### config.mk
export PLATFORM = sky130hd
export DESIGN_NAME = tagged_mailbox_queue
export DESIGN_NICKNAME = d
export VERILOG_FILES = /design/src/rtl/tmq_pkg.sv /design/src/rtl/tmq_ram.sv /design/src/rtl/tagged_mailbox_queue.sv
export SDC_FILE = /design/constraint.sdc
export NUM_CORES = 1
export LEC_CHECK = 0
export ABC_AREA = 1
export ABC_CLOCK_PERIOD_IN_PS = 3100
export BUFFER_PORTS_ARGS = -buffer_cell sky130_fd_sc_hd__buf_4
export CELL_PAD_IN_SITES_DETAIL_PLACEMENT = 0
export CELL_PAD_IN_SITES_GLOBAL_PLACEMENT = 1
export CORE_UTILIZATION = 48
export CTS_BUF_LIST = sky130_fd_sc_hd__clkbuf_2
export DETAILED_ROUTE_END_ITERATION = 8
export HOLD_SLACK_MARGIN = 0.05
export PLACE_DENSITY = 0.83
export SLEW_MARGIN = 25
export SYNTH_ARGS = -nofsm -noshare
export SYNTH_HDL_FRONTEND = slang
export SYNTH_SLANG_ARGS = --single-unit
export TNS_END_PERCENT = 50
### constraint.sdc
create_clock -name clk -period 3.1 [get_ports clk]
set_clock_uncertainty 0.1 [all_clocks]
set_input_delay 0.31 -clock clk [delete_from_list [all_inputs] [get_ports clk]]
set_output_delay 0.31 -clock clk [all_outputs]
set_load 0.05 [all_outputs]
### src/rtl/tmq_pkg.sv
// Package for the tagged mailbox queue: word types, command and status codes,
// and default sizes. Used by tagged_mailbox_queue; it depends on nothing.
`timescale 1ns / 1ps
`default_nettype none

package tmq_pkg;

  localparam int DEFAULT_RING_DEPTH   = 16;
  localparam int DEFAULT_PAYLOAD_BITS = 32;
  localparam int ID_W                 = 2;
  localparam int PORT_WORD_W          = 32;

  typedef enum logic {
    CMD_SEND = 1'b0,
    CMD_RECV = 1'b1
  } cmd_t;

  typedef enum logic [1:0] {
    ST_SENT     = 2'd0,
    ST_REFUSED  = 2'd1,
    ST_RECEIVED = 2'd2,
    ST_EMPTY    = 2'd3
  } status_t;

  typedef struct packed {
    cmd_t                   command;
    logic [ID_W-1:0]        requester;
    logic [ID_W-1:0]        destination;
    logic [PORT_WORD_W-1:0] payload;
  } in_word_t;

  typedef struct packed {
    status_t                status;
    logic [ID_W-1:0]        from_sender;
    logic [PORT_WORD_W-1:0] message_word;
  } out_word_t;

endpackage

`default_nettype wire

### src/rtl/tmq_ram.sv
// Generic single-port-write, single-port-read RAM with registered read data.
// Holds the mailbox slots; depends on no package.
`timescale 1ns / 1ps
`default_nettype none

module tmq_ram #(
  parameter int WIDTH = 36,
  parameter int DEPTH = 16
) (
  input  wire logic                     clk,
  input  wire logic                     wr_en,
  input  wire logic [$clog2(DEPTH)-1:0] wr_addr,
  input  wire logic [WIDTH-1:0]         wr_data,
  input  wire logic                     rd_en,
  input  wire logic [$clog2(DEPTH)-1:0] rd_addr,
  output      logic [WIDTH-1:0]         rd_data
);

  logic [WIDTH-1:0] mem_r [DEPTH];

  always_ff @(posedge clk) begin
    if (wr_en) begin
      mem_r[wr_addr] <= wr_data;
    end
    if (rd_en) begin
      rd_data <= mem_r[rd_addr];
    end
  end

endmodule

`default_nettype wire

### src/rtl/tagged_mailbox_queue.sv
// Tagged mailbox queue top level: sequencer, ring pointers and result register.
// Depends on tmq_pkg and instantiates tmq_ram for the message slots.
//
// A send is handled directly from idle: the word is written at the tail, or
// refused when the ring is full, and the result strobe follows in the next
// cycle. A receive walks the ring from the head through the single read port
// of the slot RAM, reading and then comparing each slot examined; when the
// match is not at the head, every later message is moved down one slot, again
// by a read and then a write per slot. The slots scanned plus the messages
// moved never exceed the number of messages held. busy stays high until the
// ring is consistent again. The result appears on out_word for exactly one
// cycle with out_valid high; the receiver cannot hold it off, so it must
// capture the word in that cycle.
`timescale 1ns / 1ps
`default_nettype none

module tagged_mailbox_queue #(
  parameter int RING_DEPTH   = tmq_pkg::DEFAULT_RING_DEPTH,
  parameter int PAYLOAD_BITS = tmq_pkg::DEFAULT_PAYLOAD_BITS
) (
  input  wire logic              clk,
  input  wire logic              rst_n,
  input  wire logic              start,
  output      logic              busy,
  input  wire tmq_pkg::in_word_t in_word,
  output      logic              out_valid,
  output      tmq_pkg::out_word_t out_word
);

  localparam int IDX_W  = (RING_DEPTH > 1) ? $clog2(RING_DEPTH) : 1;
  localparam int CNT_W  = $clog2(RING_DEPTH + 1);
  localparam int WORD_W = (PAYLOAD_BITS < tmq_pkg::PORT_WORD_W) ? PAYLOAD_BITS
                                                                : tmq_pkg::PORT_WORD_W;
  localparam int ID_W   = tmq_pkg::ID_W;
  localparam int ENT_W  = 2 * ID_W + WORD_W;

  typedef enum logic [2:0] {
    S_IDLE,
    S_SCAN_RD,
    S_SCAN_CMP,
    S_SHIFT_RD,
    S_SHIFT_WR
  } state_t;

  state_t             state_r;
  logic [IDX_W-1:0]   head_r;
  logic [IDX_W-1:0]   tail_r;
  logic               full_r;
  logic [IDX_W-1:0]   slot_r;
  logic [CNT_W-1:0]   idx_r;
  logic [CNT_W-1:0]   count_r;
  logic [CNT_W-1:0]   left_r;
  logic [ID_W-1:0]    who_r;
  logic               out_valid_r;
  tmq_pkg::out_word_t out_word_r;

  logic               ram_we;
  logic [IDX_W-1:0]   ram_waddr;
  logic [ENT_W-1:0]   ram_wdata;
  logic               ram_re;
  logic [IDX_W-1:0]   ram_raddr;
  logic [ENT_W-1:0]   ram_rdata;

  logic               accept;
  logic [CNT_W-1:0]   occupancy;
  logic [ID_W-1:0]    rd_sender;
  logic [ID_W-1:0]    rd_receiver;
  logic [WORD_W-1:0]  rd_word;

  function automatic logic [IDX_W-1:0] next_slot(input logic [IDX_W-1:0] s);
    next_slot = (s == IDX_W'(RING_DEPTH - 1)) ? '0 : s + IDX_W'(1);
  endfunction

  function automatic logic [IDX_W-1:0] prev_slot(input logic [IDX_W-1:0] s);
    prev_slot = (s == '0) ? IDX_W'(RING_DEPTH - 1) : s - IDX_W'(1);
  endfunction

  assign accept      = start && !busy;
  assign busy        = (state_r != S_IDLE);
  assign out_valid   = out_valid_r;
  assign out_word    = out_word_r;
  assign rd_sender   = ram_rdata[ENT_W-1 -: ID_W];
  assign rd_receiver = ram_rdata[WORD_W +: ID_W];
  assign rd_word     = ram_rdata[WORD_W-1:0];

  // A full ring holds every slot even though head and tail coincide.
  always_comb begin
    if (full_r) begin
      occupancy = CNT_W'(RING_DEPTH);
    end else if (tail_r >= head_r) begin
      occupancy = CNT_W'(tail_r) - CNT_W'(head_r);
    end else begin
      occupancy = CNT_W'(tail_r) + CNT_W'(RING_DEPTH) - CNT_W'(head_r);
    end
  end

  always_comb begin
    ram_we    = 1'b0;
    ram_waddr = tail_r;
    ram_wdata = {in_word.requester, in_word.destination, in_word.payload[WORD_W-1:0]};
    ram_re    = 1'b0;
    ram_raddr = slot_r;
    case (state_r)
      S_IDLE: begin
        ram_we = accept && (in_word.command == tmq_pkg::CMD_SEND) && !full_r;
      end
      S_SCAN_RD: begin
        ram_re = 1'b1;
      end
      S_SHIFT_RD: begin
        ram_re    = 1'b1;
        ram_raddr = next_slot(slot_r);
      end
      S_SHIFT_WR: begin
        ram_we    = 1'b1;
        ram_waddr = slot_r;
        ram_wdata = ram_rdata;
      end
      default: begin
      end
    endcase
  end

  tmq_ram #(
    .WIDTH(ENT_W),
    .DEPTH(RING_DEPTH)
  ) u_slots (
    .clk    (clk),
    .wr_en  (ram_we),
    .wr_addr(ram_waddr),
    .wr_data(ram_wdata),
    .rd_en  (ram_re),
    .rd_addr(ram_raddr),
    .rd_data(ram_rdata)
  );

  always_ff @(posedge clk) begin
    if (!rst_n) begin
      state_r     <= S_IDLE;
      head_r      <= '0;
      tail_r      <= '0;
      full_r      <= 1'b0;
      out_valid_r <= 1'b0;
      out_word_r  <= '0;
      slot_r      <= '0;
      idx_r       <= '0;
      count_r     <= '0;
      left_r      <= '0;
      who_r       <= '0;
    end else begin
      out_valid_r <= 1'b0;
      case (state_r)
        S_IDLE: begin
          if (accept) begin
            if (in_word.command == tmq_pkg::CMD_SEND) begin
              out_valid_r <= 1'b1;
              out_word_r  <= '{status: full_r ? tmq_pkg::ST_REFUSED : tmq_pkg::ST_SENT,
                               default: '0};
              if (!full_r) begin
                tail_r <= next_slot(tail_r);
                if (next_slot(tail_r) == head_r) begin
                  full_r <= 1'b1;
                end
              end
            end else if (occupancy == '0) begin
              out_valid_r <= 1'b1;
              out_word_r  <= '{status: tmq_pkg::ST_EMPTY, default: '0};
            end else begin
              who_r   <= in_word.requester;
              slot_r  <= head_r;
              idx_r   <= '0;
              count_r <= occupancy;
              state_r <= S_SCAN_RD;
            end
          end
        end
        S_SCAN_RD: begin
          state_r <= S_SCAN_CMP;
        end
        S_SCAN_CMP: begin
          if (rd_receiver == who_r) begin
            out_valid_r <= 1'b1;
            out_word_r  <= '{status: tmq_pkg::ST_RECEIVED,
                             from_sender: rd_sender,
                             message_word: tmq_pkg::PORT_WORD_W'(rd_word)};
            full_r      <= 1'b0;
            if (idx_r == '0) begin
              head_r  <= next_slot(head_r);
              state_r <= S_IDLE;
            end else if ((idx_r + CNT_W'(1)) == count_r) begin
              // The match was the newest message: nothing to move down.
              tail_r  <= prev_slot(tail_r);
              state_r <= S_IDLE;
            end else begin
              left_r  <= count_r - CNT_W'(1) - idx_r;
              state_r <= S_SHIFT_RD;
            end
          end else if ((idx_r + CNT_W'(1)) == count_r) begin
            out_valid_r <= 1'b1;
            out_word_r  <= '{status: tmq_pkg::ST_EMPTY, default: '0};
            state_r     <= S_IDLE;
          end else begin
            slot_r  <= next_slot(slot_r);
            idx_r   <= idx_r + CNT_W'(1);
            state_r <= S_SCAN_RD;
          end
        end
        S_SHIFT_RD: begin
          state_r <= S_SHIFT_WR;
        end
        S_SHIFT_WR: begin
          slot_r <= next_slot(slot_r);
          left_r <= left_r - CNT_W'(1);
          if (left_r == CNT_W'(1)) begin
            tail_r  <= prev_slot(tail_r);
            state_r <= S_IDLE;
          end else begin
            state_r <= S_SHIFT_RD;
          end
        end
        default: begin
          state_r <= S_IDLE;
        end
      endcase
    end
  end

  // A full ring always has its head and tail on the same slot.
  a_full_pointers: assert property (@(posedge clk) disable iff (!rst_n)
    full_r |-> (head_r == tail_r))
    else $error("full ring with head and tail apart");

  // A send never leaves the idle state and reports in the next cycle.
  a_send_one_cycle: assert property (@(posedge clk) disable iff (!rst_n)
    (accept && in_word.command == tmq_pkg::CMD_SEND) |=>
      (out_valid && !busy &&
       (out_word.status == tmq_pkg::ST_SENT || out_word.status == tmq_pkg::ST_REFUSED)))
    else $error("send did not complete in one cycle");

  // Only a received word carries a sender and a message.
  a_quiet_fields: assert property (@(posedge clk) disable iff (!rst_n)
    (out_valid && out_word.status != tmq_pkg::ST_RECEIVED) |->
      (out_word.from_sender == '0 && out_word.message_word == '0))
    else $error("non-receive result carries data");

  // The compaction pass only runs after a match away from the head.
  a_shift_left: assert property (@(posedge clk) disable iff (!rst_n)
    (state_r == S_SHIFT_RD || state_r == S_SHIFT_WR) |-> (left_r != '0 && !full_r))
    else $error("compaction running with nothing left to move");

  // A result is only produced while the sequencer finishes an item.
  a_result_once: assert property (@(posedge clk) disable iff (!rst_n)
    (state_r == S_SCAN_RD || state_r == S_SHIFT_RD) |=> !out_valid)
    else $error("result strobe outside a completion point");

endmodule

`default_nettype wire
==> metrics.yaml <==
status: "finished clean"
power_leakage_nw: 13.0
synth_warnings: 0
synthFlopType: "edfxtp_1"
grt_pass1_vias: 20112
num_vias: 20496
clock_latency_ns: 1.36
synth_edf_count: 612
cp_max_fo: 36
grt_pass1_wl_um: 115000
cts_tree: "done"
drv_slew: 0
ys_async_sr_fraction: 0
yosysTopAreaCellShare: 0.628
dp_cells: 3355
clock_tree.root_cell: "clkbuf_2"
drtPass1Iterations: 5
required_ns: 3.94
die_h_um: 249
timing.critical_path.from: "state_r[1]"
period_share: 0.942
syn2layout_area_growth_pct: 14.7
gp_congestion: 0.857
start_util: 0.485
tritoncts.num_buffers: 167
h-tree-depth: 4
syn_avg_cell_area_um2: 11.5
crit_type: "register to register"
yosysMostFrequentCell: "edfxtp_1"
r2r_slack_ns: 0.18
fill_cells: 4999
crit_path_end_kind: "register"
min_path_type: "input pin to register"
drc: 0
r2r-end: "u_slots.mem_r[11][23]"
yosysSeqAreaShare: 0.676
ys_top_cells_by_count: "edfxtp_1, nand2_1, inv_1, nand3_1, o211ai_1"
r2r-start: "state_r[1]"
rows: 90
via_per_inst: 5.51
max_cap_violations: 0
post-synth-top-area-cell: "edfxtp_1"
synth_cell_types: 44
drt_wl_total_um: 76200
seq_area_um2: 19800
ios: 78
power.total_mw: 25.1
min_period_ns: 2.92
die_area_um2: 61900
clk_path_buf_depth: 3
wl_per_cell_um: 20.5
grt_antenna_before_repair: 2
crit_end: "u_slots.mem_r[11][23]"
stdcell_count: 3720
maxSlewHeadroom: 0.401
num-nets-final: 2878
multi_input_area_um2: 7640
cts_sinks: 682
fmax_ghz: 0.343
ys_top_cells_by_area: "edfxtp_1, o211ai_1, nand2_1, nand3_1, dfxtp_1"
drive_above_1_share: 0.186
hold_ws_ns: 0.220
critPathLaunchType: "register"
worst_pin_slew_ns: 0.899
hpwl_um: 40700
whs_path_depth: 4
synth_nets: 2609
setup_viol: 0
die-width_um: 249
syn_inst: 2550
power_density_nw_per_um2: 748
overflow: 0
core_area_um2: 60200
grt_max_degree: 145
reg2reg_depth: 8
syn_area_um2: 29200
antenna_left: 0
hold_violations: 0
track_usage: 0.247
worstPathArrival_ns: 3.76
port_buffers: 77
clk_pin_slew_ns: 0.11
drt_iter0_markers: 1873
rsz0062_at_grt: "no"
max-vdd-ir-drop_uv: 536
ys_seq_elements: 682
-- registers in the layout (all words and copies together), names as in the netlist --
register and count:
tail_r 4, full_r 1, slot_r 4, left_r 5, idx_r 5, state_r 3, out_word 36, out_valid 1
u_slots.rd_data 36, count_r 5, who_r 2, u_slots.mem_r 576, head_r 4
-- where the power goes --
group	switching [mW]	total, mW	internal, mW
Clock	3.48	5.86	2.38
Sequential	0.408	11.4	11.0
Combinational	5.37	7.85	2.49
-- how the worst min path moves through the flow --
stage / from / endpoint / slack, ns
2_1_floorplan: count_r[0] / count_r[0] / 0.35
3_3_place_gp: count_r[0] / count_r[0] / 0.37
3_5_place_dp: count_r[0] / count_r[0] / 0.37
4_1_cts: in_word[25] / u_slots.mem_r[9][25] / 0.06
5_1_grt: in_word[23] / u_slots.mem_r[8][23] / 0.17
6_report: in_word[25] / u_slots.mem_r[5][25] / 0.22
-- metal layers --
layer  vias up  GRT usage  wire [um]
li1       9605          -          -
met1      9804      0.322      31600
met5         -          0          0
met3       152     0.0537       6230
met4         0     0.0955       1900
met2       935      0.404      36400
-- cell usage in the layout, fill, tap and decap left out, types with 3 or more instances in the layout --
cell type | netlist | layout
edfxtp_1 | 612 | 612
nand2_1 | 391 | 390
inv_1 | 302 | 301
nand3_1 | 287 | 287
clkbuf_2 | 0 | 236
o211ai_1 | 214 | 214
buf_4 | 16 | 131
nor2_1 | 145 | 129
o21ai_0 | 95 | 94
dlygate4sd3_1 | 0 | 77
or2_2 | 71 | 71
dfxtp_1 | 70 | 70
o21ai_1 | 67 | 68
a21oi_1 | 36 | 36
clkinv_1 | 1 | 35
buf_12 | 0 | 35
o211ai_2 | 20 | 20
or2_1 | 19 | 19
nor2_4 | 2 | 18
ha_1 | 17 | 17
inv_2 | 8 | 11
nand4_1 | 11 | 11
xor2_1 | 7 | 7
o21ai_4 | 2 | 5
nor3_1 | 5 | 5
xnor2_1 | 5 | 5
bufinv_16 | 0 | 4
clkinv_2 | 0 | 4
diode_2 | 0 | 3
-- logic make-up (layout without fill, tap and decap cells) --
group | count (synthesis) | in the layout | share of synthesized area
buffers and inverters | 455 | 840 | 0.0675
xor gates and xnor gates | 12 | 12 | 0.00359
DFF | 682 | 682 | 0.676
other | 0 | 3 | 0
and+or+nand+nor | 938 | 938 | 0.143
adders and majority gates | 19 | 19 | 0.00864
AOI/OAI and AO/OA | 444 | 444 | 0.101
-- what timing repair did --
item,CTS,global route
endpoints found under the hold margin,1215,0
buffers inserted,0,0
hold buffers,77,0
endpoints found under the setup margin,0,2
gates resized for setup,0,1
-- per-stage QoR --
step	instance area [um^2]	utilization	worst slack [ns]	setup TNS [ns]
floorplan	29200	-	-0.370	-213.05
global placement	31300	0.519	0.384	0
detailed placement	31300	0.519	0.342	0
CTS	33500	0.557	0.155	0
global route	33500	0.557	0.0376	0
finish	33500	0.557	0.181	0
-- layout make-up --
| type | count | share of cell area |
|---|---|---|
| multi-input cells | 1413 | 0.228 |
| repair buffers | 243 | 0.0732 |
| well taps | 782 | 0.0292 |
| inverters | 312 | 0.0350 |
| flip-flops and latches | 682 | 0.590 |
| diodes | 3 | 0.000224 |
| clock inverters | 49 | 0.00944 |
| clock buffers | 236 | 0.0352 |
-- worst max-delay path: stages, from the launching register on --
cell and delay (ns):
dfxtp_1 0.38, nor2_1 0.30, nand2_2 0.16, nor2_1 0.18, nand2_1 0.09, o21ai_1 0.34
nand3_1 0.42, nor2_4 0.23, buf_12 0.31
No activity file was read; power rests on OpenSTA's default activity.
